## src/design/dcqp_pkg.sv

```systemverilog
// ---------------------------------------------------------------------------
// dcqp_pkg: shared types and constants of the DSI command queue packer
// DSI data type codes, header type codes, phase and status codes, and the
// result word that travels from the packer to the output stage.
// ---------------------------------------------------------------------------
`default_nettype none

package dcqp_pkg;

    localparam int MAX_PAYLOAD_DEFAULT = 64;

    // input word layout
    localparam int S_DATA_W = 24;   // data_type, payload_count, payload_byte
    // output word layout
    localparam int M_DATA_W = 48;   // queue_word, word_index, queue_size, status, pad

    localparam int WORD_W   = 32;
    localparam int SLOT_W   = 5;
    localparam int STATUS_W = 3;
    localparam int PART_W   = 24;

    // queue header type field
    localparam logic [1:0] HDR_SHORT = 2'd0;
    localparam logic [1:0] HDR_LONG  = 2'd2;

    // packer phase
    localparam logic [1:0] PH_IDLE  = 2'd0;
    localparam logic [1:0] PH_SHORT = 2'd1;
    localparam logic [1:0] PH_LONG  = 2'd2;

    // result status
    localparam logic [STATUS_W-1:0] ST_OK      = 3'd0;
    localparam logic [STATUS_W-1:0] ST_READ    = 3'd1;
    localparam logic [STATUS_W-1:0] ST_INVALID = 3'd2;
    localparam logic [STATUS_W-1:0] ST_RANGE   = 3'd3;
    localparam logic [STATUS_W-1:0] ST_STRAY   = 3'd4;

    // DSI write types
    localparam logic [7:0] DT_GEN_SHORT_WR0 = 8'h03;
    localparam logic [7:0] DT_GEN_SHORT_WR1 = 8'h13;
    localparam logic [7:0] DT_GEN_SHORT_WR2 = 8'h23;
    localparam logic [7:0] DT_DCS_SHORT_WR0 = 8'h05;
    localparam logic [7:0] DT_DCS_SHORT_WR1 = 8'h15;
    localparam logic [7:0] DT_GEN_LONG_WR   = 8'h29;
    localparam logic [7:0] DT_DCS_LONG_WR   = 8'h39;
    // DSI read types
    localparam logic [7:0] DT_GEN_RD0       = 8'h04;
    localparam logic [7:0] DT_GEN_RD1       = 8'h14;
    localparam logic [7:0] DT_GEN_RD2       = 8'h24;
    localparam logic [7:0] DT_DCS_RD        = 8'h06;

    typedef struct packed {
        logic is_write;
        logic is_read;
    } dtype_class_t;

    typedef struct packed {
        logic [WORD_W-1:0]   queue_word;
        logic [SLOT_W-1:0]   word_index;
        logic [SLOT_W-1:0]   queue_size;
        logic [STATUS_W-1:0] status;
        logic                last_word;
    } result_t;

endpackage

`default_nettype wire

```

## src/design/dcqp_type_decode.sv

```systemverilog
// ---------------------------------------------------------------------------
// dcqp_type_decode: DSI data type classifier
// Sorts a data type code into write, read or neither.
// ---------------------------------------------------------------------------
`default_nettype none

module dcqp_type_decode
    import dcqp_pkg::*;
(
    input  wire logic [7:0]   data_type,
    output dtype_class_t      dt_class
);

    always_comb begin
        dt_class = '0;
        unique case (data_type) inside
            DT_GEN_SHORT_WR0, DT_GEN_SHORT_WR1, DT_GEN_SHORT_WR2,
            DT_DCS_SHORT_WR0, DT_DCS_SHORT_WR1,
            DT_GEN_LONG_WR, DT_DCS_LONG_WR: begin
                dt_class.is_write = 1'b1;
            end
            DT_GEN_RD0, DT_GEN_RD1, DT_GEN_RD2, DT_DCS_RD: begin
                dt_class.is_read = 1'b1;
            end
            default: begin
                dt_class = '0;
            end
        endcase
    end

endmodule

`default_nettype wire

```

## src/design/dcqp_packer.sv

```systemverilog
// ---------------------------------------------------------------------------
// dcqp_packer: command state and queue word builder
// Tracks the command in flight and forms at most one result per word.
// ---------------------------------------------------------------------------
`default_nettype none

module dcqp_packer
    import dcqp_pkg::*;
#(
    parameter int MAX_PAYLOAD = MAX_PAYLOAD_DEFAULT
) (
    input  wire logic         aclk,
    input  wire logic         aresetn,
    input  wire logic         accept,
    input  wire logic         command,
    input  wire logic [7:0]   data_type,
    input  wire logic [7:0]   payload_count,
    input  wire logic [7:0]   payload_byte,
    input  wire dtype_class_t dt_class,
    output logic              res_valid,
    output result_t           res
);

    localparam int CNT_W = $clog2(MAX_PAYLOAD + 1);

    logic [1:0]        phase_reg,    phase_next;
    logic [7:0]        kind_reg,     kind_next;
    logic [CNT_W-1:0]  expected_reg, expected_next;
    logic [CNT_W-1:0]  received_reg, received_next;
    logic [PART_W-1:0] partial_reg,  partial_next;
    logic [SLOT_W-1:0] slot_reg,     slot_next;

    logic [CNT_W-1:0]  received_inc;
    logic              done;
    logic [1:0]        pos;
    logic [WORD_W-1:0] long_word;
    logic [15:0]       short_data;

    assign received_inc = received_reg + CNT_W'(1);
    assign done         = received_inc >= expected_reg;
    assign pos          = received_reg[1:0];

    always_comb begin
        long_word = {8'h00, partial_reg};
        case (pos)
            2'd0:    long_word[7:0]   = payload_byte;
            2'd1:    long_word[15:8]  = payload_byte;
            2'd2:    long_word[23:16] = payload_byte;
            default: long_word[31:24] = payload_byte;
        endcase
    end

    always_comb begin
        short_data = partial_reg[15:0];
        if (received_reg[0]) begin
            short_data[15:8] = payload_byte;
        end else begin
            short_data[7:0] = payload_byte;
        end
    end

    always_comb begin
        phase_next    = phase_reg;
        kind_next     = kind_reg;
        expected_next = expected_reg;
        received_next = received_reg;
        partial_next  = partial_reg;
        slot_next     = slot_reg;
        res_valid     = 1'b0;
        res           = '0;
        res.status    = ST_OK;

        if (accept) begin
            if (!command) begin
                phase_next    = PH_IDLE;
                received_next = '0;
                partial_next  = '0;
                slot_next     = '0;
                if (!dt_class.is_write) begin
                    res_valid     = 1'b1;
                    res.status    = dt_class.is_read ? ST_READ : ST_INVALID;
                    res.last_word = 1'b1;
                end else if ({1'b0, payload_count} > 9'(MAX_PAYLOAD)) begin
                    res_valid     = 1'b1;
                    res.status    = ST_RANGE;
                    res.last_word = 1'b1;
                end else begin
                    kind_next     = data_type;
                    expected_next = CNT_W'(payload_count);
                    if (payload_count > 8'd2) begin
                        phase_next     = PH_LONG;
                        slot_next      = SLOT_W'(1);
                        res_valid      = 1'b1;
                        res.queue_word = {8'h00, payload_count, data_type, 6'd0, HDR_LONG};
                    end else if (payload_count == 8'd0) begin
                        res_valid      = 1'b1;
                        res.queue_word = {16'h0000, data_type, 6'd0, HDR_SHORT};
                        res.queue_size = SLOT_W'(1);
                        res.last_word  = 1'b1;
                    end else begin
                        phase_next = PH_SHORT;
                    end
                end
            end else begin
                unique case (phase_reg)
                    PH_SHORT: begin
                        received_next = received_inc;
                        partial_next  = {8'h00, short_data};
                        if (done) begin
                            phase_next     = PH_IDLE;
                            partial_next   = '0;
                            received_next  = '0;
                            res_valid      = 1'b1;
                            res.queue_word = {short_data, kind_reg, 6'd0, HDR_SHORT};
                            res.queue_size = SLOT_W'(1);
                            res.last_word  = 1'b1;
                        end
                    end
                    PH_LONG: begin
                        received_next = received_inc;
                        if (pos == 2'd3 || done) begin
                            partial_next   = '0;
                            slot_next      = slot_reg + SLOT_W'(1);
                            res_valid      = 1'b1;
                            res.queue_word = long_word;
                            res.word_index = slot_reg;
                            if (done) begin
                                phase_next     = PH_IDLE;
                                received_next  = '0;
                                res.queue_size = slot_reg + SLOT_W'(1);
                                res.last_word  = 1'b1;
                            end
                        end else begin
                            partial_next = long_word[PART_W-1:0];
                        end
                    end
                    default: begin
                        res_valid     = 1'b1;
                        res.status    = ST_STRAY;
                        res.last_word = 1'b1;
                    end
                endcase
            end
        end
    end

    always_ff @(posedge aclk) begin
        if (!aresetn) begin
            phase_reg    <= PH_IDLE;
            kind_reg     <= '0;
            expected_reg <= '0;
            received_reg <= '0;
            partial_reg  <= '0;
            slot_reg     <= '0;
        end else begin
            phase_reg    <= phase_next;
            kind_reg     <= kind_next;
            expected_reg <= expected_next;
            received_reg <= received_next;
            partial_reg  <= partial_next;
            slot_reg     <= slot_next;
        end
    end

`ifndef ASSERT_OFF
    // byte count is cleared whenever no command is being collected
    a_idle_count_clear: assert property (@(posedge aclk) disable iff (!aresetn)
        phase_reg == PH_IDLE |-> received_reg == '0)
        else $error("byte count left over in idle phase");
    // a short command never gathers more than two bytes
    a_short_bound: assert property (@(posedge aclk) disable iff (!aresetn)
        phase_reg == PH_SHORT |-> received_reg < expected_reg && expected_reg <= CNT_W'(2))
        else $error("short command count out of bounds");
`endif

endmodule

`default_nettype wire

```

## src/design/dcqp_out_stage.sv

```systemverilog
// ---------------------------------------------------------------------------
// dcqp_out_stage: result register
// Holds one result word until the receiver takes it.
// ---------------------------------------------------------------------------
`default_nettype none

module dcqp_out_stage
    import dcqp_pkg::*;
(
    input  wire logic     aclk,
    input  wire logic     aresetn,
    input  wire logic     res_valid,
    input  wire result_t  res,
    output logic          room,
    output logic          out_valid,
    output result_t       out_res,
    input  wire logic     out_ready
);

    logic    valid_reg;
    result_t res_reg;

    assign room      = !valid_reg || out_ready;
    assign out_valid = valid_reg;
    assign out_res   = res_reg;

    always_ff @(posedge aclk) begin
        if (!aresetn) begin
            valid_reg <= 1'b0;
        end else if (res_valid) begin
            valid_reg <= 1'b1;
        end else if (out_ready) begin
            valid_reg <= 1'b0;
        end
    end

    always_ff @(posedge aclk) begin
        if (res_valid) begin
            res_reg <= res;
        end
    end

endmodule

`default_nettype wire

```

## src/design/dsi_command_queue_packer.sv

```systemverilog
// ---------------------------------------------------------------------------
// dsi_command_queue_packer: DSI write command to command-queue word packer
// Takes a command header word followed by its payload byte words and
// produces the 32-bit words of a display controller command queue.
// ---------------------------------------------------------------------------
// Usage:
//   Input channel (s_): one word per handshake. s_tuser = 0 marks a command
//   header (data_type, payload_count), s_tuser = 1 one payload byte.
//   Output channel (m_): queue words with slot, queue size and status;
//   m_tlast marks the final word of a command and every error word.
//   A header of 0..2 bytes yields one short header, at once for 0 bytes, else after its last byte;
//   longer writes yield a long header at once, then one word per four bytes.
//   A result is registered and appears on m_ in the cycle after the word that causes it.
//   Throughput: one input word per cycle while m_ is not stalled, set by the
//   single result register; the packer state updates in the same cycle it takes a word.
//   Reset (aresetn low, synchronous) returns the packer to idle and drops
//   any pending result.
//   When the receiver stalls with a result held, s_tready drops until that
//   result is taken; words that produce no result still need the slot free.
// ---------------------------------------------------------------------------
`default_nettype none

module dsi_command_queue_packer
    import dcqp_pkg::*;
#(
    parameter int MAX_PAYLOAD = MAX_PAYLOAD_DEFAULT
) (
    input  wire logic                aclk,
    input  wire logic                aresetn,
    // input channel
    input  wire logic                s_tvalid,
    output logic                     s_tready,
    input  wire logic [S_DATA_W-1:0] s_tdata,   // [7:0] data_type, [15:8] payload_count,
                                                // [23:16] payload_byte
    input  wire logic                s_tuser,   // [0] command: 0 header, 1 payload byte
    // result channel
    output logic                     m_tvalid,
    input  wire logic                m_tready,
    output logic [M_DATA_W-1:0]      m_tdata,   // [31:0] queue_word, [36:32] word_index,
                                                // [41:37] queue_size, [44:42] status,
                                                // [47:45] zero
    output logic                     m_tlast    // last_word
);

    logic         accept;
    logic         room;
    logic         res_valid;
    result_t      res;
    result_t      out_res;
    dtype_class_t dt_class;

    assign s_tready = room;
    assign accept   = s_tvalid && room;

    dcqp_type_decode u_type_decode (
        .data_type (s_tdata[7:0]),
        .dt_class  (dt_class)
    );

    dcqp_packer #(
        .MAX_PAYLOAD (MAX_PAYLOAD)
    ) u_packer (
        .aclk          (aclk),
        .aresetn       (aresetn),
        .accept        (accept),
        .command       (s_tuser),
        .data_type     (s_tdata[7:0]),
        .payload_count (s_tdata[15:8]),
        .payload_byte  (s_tdata[23:16]),
        .dt_class      (dt_class),
        .res_valid     (res_valid),
        .res           (res)
    );

    dcqp_out_stage u_out_stage (
        .aclk      (aclk),
        .aresetn   (aresetn),
        .res_valid (res_valid),
        .res       (res),
        .room      (room),
        .out_valid (m_tvalid),
        .out_res   (out_res),
        .out_ready (m_tready)
    );

    assign m_tdata = {3'b000, out_res.status, out_res.queue_size,
                      out_res.word_index, out_res.queue_word};
    assign m_tlast = out_res.last_word;

`ifndef ASSERT_OFF
    // error words carry no queue content and always close the command
    a_error_shape: assert property (@(posedge aclk) disable iff (!aresetn)
        m_tvalid && out_res.status != ST_OK |->
            m_tlast && out_res.queue_word == '0 && out_res.queue_size == '0)
        else $error("error result with payload or without last");
    // queue size is reported only on the final word of a good command
    a_size_on_last: assert property (@(posedge aclk) disable iff (!aresetn)
        m_tvalid && out_res.queue_size != '0 |-> m_tlast && out_res.status == ST_OK)
        else $error("queue size on a non-final word");
    // a word is never taken while a held result is stalled
    a_no_overrun: assert property (@(posedge aclk) disable iff (!aresetn)
        s_tvalid && s_tready |-> !m_tvalid || m_tready)
        else $error("input taken over a stalled result");
`endif

endmodule

`default_nettype wire

```

## config.mk

```make
export PLATFORM = sky130hd
export DESIGN_NAME = dsi_command_queue_packer
export DESIGN_NICKNAME = d
export VERILOG_FILES = /design/src/design/dcqp_pkg.sv /design/src/design/dcqp_type_decode.sv /design/src/design/dcqp_packer.sv /design/src/design/dcqp_out_stage.sv /design/src/design/dsi_command_queue_packer.sv
export SDC_FILE = /design/constraint.sdc
export NUM_CORES = 1
export LEC_CHECK = 0
export BUFFER_PORTS_ARGS = -buffer_cell sky130_fd_sc_hd__buf_2
export CAP_MARGIN = 15
export CORE_MARGIN = 2
export CORE_UTILIZATION = 61
export DETAILED_ROUTE_END_ITERATION = 10
export PLACE_DENSITY = 0.85
export SETUP_SLACK_MARGIN = 0.05
export SLEW_MARGIN = 20
export SYNTH_ARGS = -nofsm -noshare
export SYNTH_HDL_FRONTEND = slang
export SYNTH_SLANG_ARGS = --single-unit
```

## constraint.sdc

```tcl
create_clock -name aclk -period 16.8 [get_ports aclk]
set_clock_uncertainty 0.15 [all_clocks]
set_input_delay 0 -clock aclk [delete_from_list [all_inputs] [get_ports aclk]]
set_output_delay 0 -clock aclk [all_outputs]
set_load 0.02 [all_outputs]
```

==> qor_table.md <==
| Result | This run | Unit |
| --- | --- | --- |
| IO buf count | 76 | - |
| Synth Warn # | 0 | - |
| Number of maximum-capacitance constraint violations | 0 | - |
| Post-synthesis sequential element count | 100 | - |
| Number of iterations in the first detailed-routing pass | 6 | - |
| Unrepaired setup endpoints after global routing | no | - |
| Clock buffers created by TritonCTS | 9 | - |
| Depth of the critical timing path with buffers and inverters included | 10 | - |
| Worst hold slack after final layout | 265 | ps |
| Critical path arrival | 4260 | ps |
| I/O Pins | 80 | - |
| Maximum achievable frequency | 0.242 | GHz |
| Drc violations | 0 | - |
| CTS tree | built | - |
| Die outline width | 95.5 | um |
| Leading cell type in the layout, fill and taps excluded | buf_2 | - |
| Outcome | completed | - |
| Min cycle time layout | 4130 | ps |
| Startpoint of the lowest-slack register-to-register path | u_packer.received_reg[1]$_SDFFE_PN0P_ | - |
| Power density relative to cell area | 77.6 | nW/um2 |
| Count of flip-flops with a built-in enable after synthesis | 46 | - |
| Clock tree root driver cell | clkbuf_8 | - |
| Source of the critical timing path | u_packer.received_reg[1]$_SDFFE_PN0P_ | - |
| Area growth, synth to finish | 17.0 | % |
| Summed negative setup slack over all endpoints | 0 | ps |
| H-tree depth reported by CTS | 3 | - |
| Final Total Pwr | 464 | uW |
| Overall routing resource usage | 29.4 | % |
| Maximum net fanout on the critical path | 23 | - |
| Worst-case headroom to the max-slew limit | 33.1 | % |
| Via-to-Cell Ratio | 6.31 | - |
| Most frequent CP cell | ha_1 | - |
| Final Setup Violations | 0 | - |
| Source-to-sink clock delay at the later pin of the worst-skew pair | 380 | ps |
| Remaining Overflow, GRT | 0 | - |
| Number of vias in the routed layout | 4433 | - |
| Buffer levels on the longest clock path | 2 | - |
| Critical path capture point | u_packer.partial_reg[12]$_SDFFE_PN0P_ | - |
| Max-slew violations | 0 | - |
| Critical Path Max Stage Delay | 1030 | ps |
| Share of synthesized flip-flops with an asynchronous set or reset | 0 | % |
| Final GP Congestion | 0.865 | - |
| Starting utilization of the core area | 62.5 | % |
| Core Footprint | 8180 | um2 |
| CTS Sinks | 100 | - |
| Floorplan row count | 33 | - |
| Count of routing violations after the opening detailed-route iteration | 500 | - |
| Critical path class | reg2reg | - |
| Min-Delay Path Class | in2reg | - |
| Post-DP HPWL | 8760 | um |
| Average footprint of a synthesized cell | 10.2 | um2 |
| Final cycle utilization of the critical path | 24.6 | % |
| Cell with the largest stage delay on the worst path | or4_1 | - |
| Pin count of the biggest net entering global routing | 33 | - |
| Most used cells in the layout excluding fill and tap cells | 76 x buf_2, 71 x nand2_1, 54 x dfxtp_1 | - |
| Combined buffer and inverter count along the critical path | 0 | - |
| Flip-flop count of the largest register, all copies and words added | 46 | - |
| Post-Syn Instances | 503 | - |
| Worst Max-Slew Pin Slew | 1000 | ps |
| Post-placement setup slack | 12620 | ps |
| Share of final-layout standard cells stronger than drive strength 1 | 20.4 | % |
| Proportion of synthesized chip area in sequential cells | 48.2 | % |
| Number of global-route vias before repair | 4148 | - |
| Cell area after technology mapping | 5110 | um2 |
| Count of endpoints failing hold in the final timing report | 0 | - |
| Wire length of the first global-routing pass | 20300 | um |
| Antenna diode instance count | 0 | - |
| Final core occ | 73.1 | % |
| Initial antenna violation count | 0 | - |
| Clock-pin transition on the worst setup and hold timing paths | 110 | ps |
| Static leakage power | 0.00227 | uW |
| Die ar. | 9130 | um2 |
| Top_reg_cell synth | dfxtp_1 | - |
| Critical Path Start Type | flop | - |
| Length in cells of the worst reg-to-reg path | 10 | - |
| Unique cell type count in the Yosys netlist | 59 | - |
| Cell type group with the largest total delay on the critical path | simple AND/OR/NAND/NOR gates | - |
| Worst R2R Setup Slack | 12670 | ps |
| Die Y | 95.5 | um |
| Crit Reg-Reg Endpoint | u_packer.partial_reg[12]$_SDFFE_PN0P_ | - |
| Total Nets Final | 636 | - |
| Critical Path RT | 16930 | ps |
| Min setup slack post-route | 12670 | ps |
| Critical Path Sink Type | flop | - |
| Antenna violation net count after detailed routing | 0 | - |
| Total wire length after detailed routing | 13100 | um |
| WL/cell | 18.6 | um |
| Worst IR Drop VDD | 0.0482 | mV |
| Ordered cell list for the critical path | ha_1 > nand3_1 > nor2_1 > xor2_1 > ha_1 > and3_1 > or3_1 > a21o_1 > or4_1 > o221ai_1 | - |
logic make-up after synthesis:
group,count (synthesis),synth area share [%]
and+or+nand+nor,165,16.5
AOI/OAI and AO/OA,114,16.7
DFF,100,48.2
buffers and inverters,56,5.04
muxes,39,7.64
adders and majority gates,15,3.67
xor gates and xnor gates,13,2.23
other,1,0.0734
cell usage after synthesis (all sizes together) (4+ instances only):
cell,number,share of area (%)
nand4b,5,0.86
edfxtp,46,27
clkbuf,19,1.4
nor2,25,1.8
a21oi,22,2.2
xor2,8,1.4
nor3,5,0.49
nand2,71,5.2
buf,15,2.0
and3,9,1.1
nand2b,5,0.76
nand3,9,0.88
o22ai,12,1.5
o221ai,21,4.5
o21ai,16,1.6
o211ai,16,2.4
mux2i,39,7.6
or4b,7,1.4
ha,15,3.7
nand4,9,1.1
inv,22,1.6
nor2b,4,0.49
or4,4,0.66
dfxtp,54,21
a21o,4,0.61
xnor2,5,0.86
power breakdown:
part	total [uW]	internal [uW]	switching (uW)
clock	147	56.0	90.6
sequential	261	259	1.82
combinational	55.9	19.4	36.4
worst min path at each step:
| stage | start | end | slack (ps) | cells past startpoint |
|---|---|---|---|---|
| after floorplan | s_tdata[8] | u_packer.expected_reg[0]$_SDFFE_PN0P_ | -10 | 2 |
| after global placement | s_tdata[10] | u_packer.expected_reg[2]$_SDFFE_PN0P_ | 140 | 3 |
| after detailed placement | s_tdata[10] | u_packer.expected_reg[2]$_SDFFE_PN0P_ | 150 | 3 |
| after CTS | m_tready | u_out_stage.out_res[3]$_SDFFCE_PN0P_ | 220 | 4 |
| after global routing | u_packer.partial_reg[22]$_SDFFE_PN0P_ | u_packer.partial_reg[22]$_SDFFE_PN0P_ | 320 | 2 |
| final | m_tready | u_out_stage.out_res[3]$_SDFFCE_PN0P_ | 260 | 4 |
layer usage:
metal / vias to the layer above / wire, um / global-route usage (%)
met2: 278 / 6330 / 47.4
met5: - / 0 / 0
li1: 2043 / - / -
met4: 0 / 453 / 13.9
met1: 2072 / 5120 / 37.6
met3: 40 / 1180 / 6.17
area by class of cell:
class / instances / area [um2]
Fill cell: 567 / 2200
Inverter: 22 / 82.6
Clock buffer: 9 / 124
Tap cell: 105 / 131
Sequential cell: 100 / 2460
Multi-Input combinational cell: 349 / 2410
Timing Repair Buffer: 110 / 716
Clock inverter: 7 / 55.1
timing repair:
action	in CTS	in global routing
setup buffers	0	0
hold buffers	29	0
resized for setup	0	0
hold endpoints to repair	71	0
tightest hold or removal path, delay by kind of cell:
family / cells / cell delay (ps)
buffers and inverters: 1 / 70
and+or+nand+nor: 3 / 610
metrics by stage:
| stage | std cells | cell area, um2 |
|---|---|---|
| floorplan | 505 | 5120 |
| global placement | 656 | 5490 |
| detailed placement | 656 | 5500 |
| CTS | 701 | 5960 |
| global route | 702 | 5980 |
| finish | 702 | 5980 |
(Power assumes the default switching activity.)
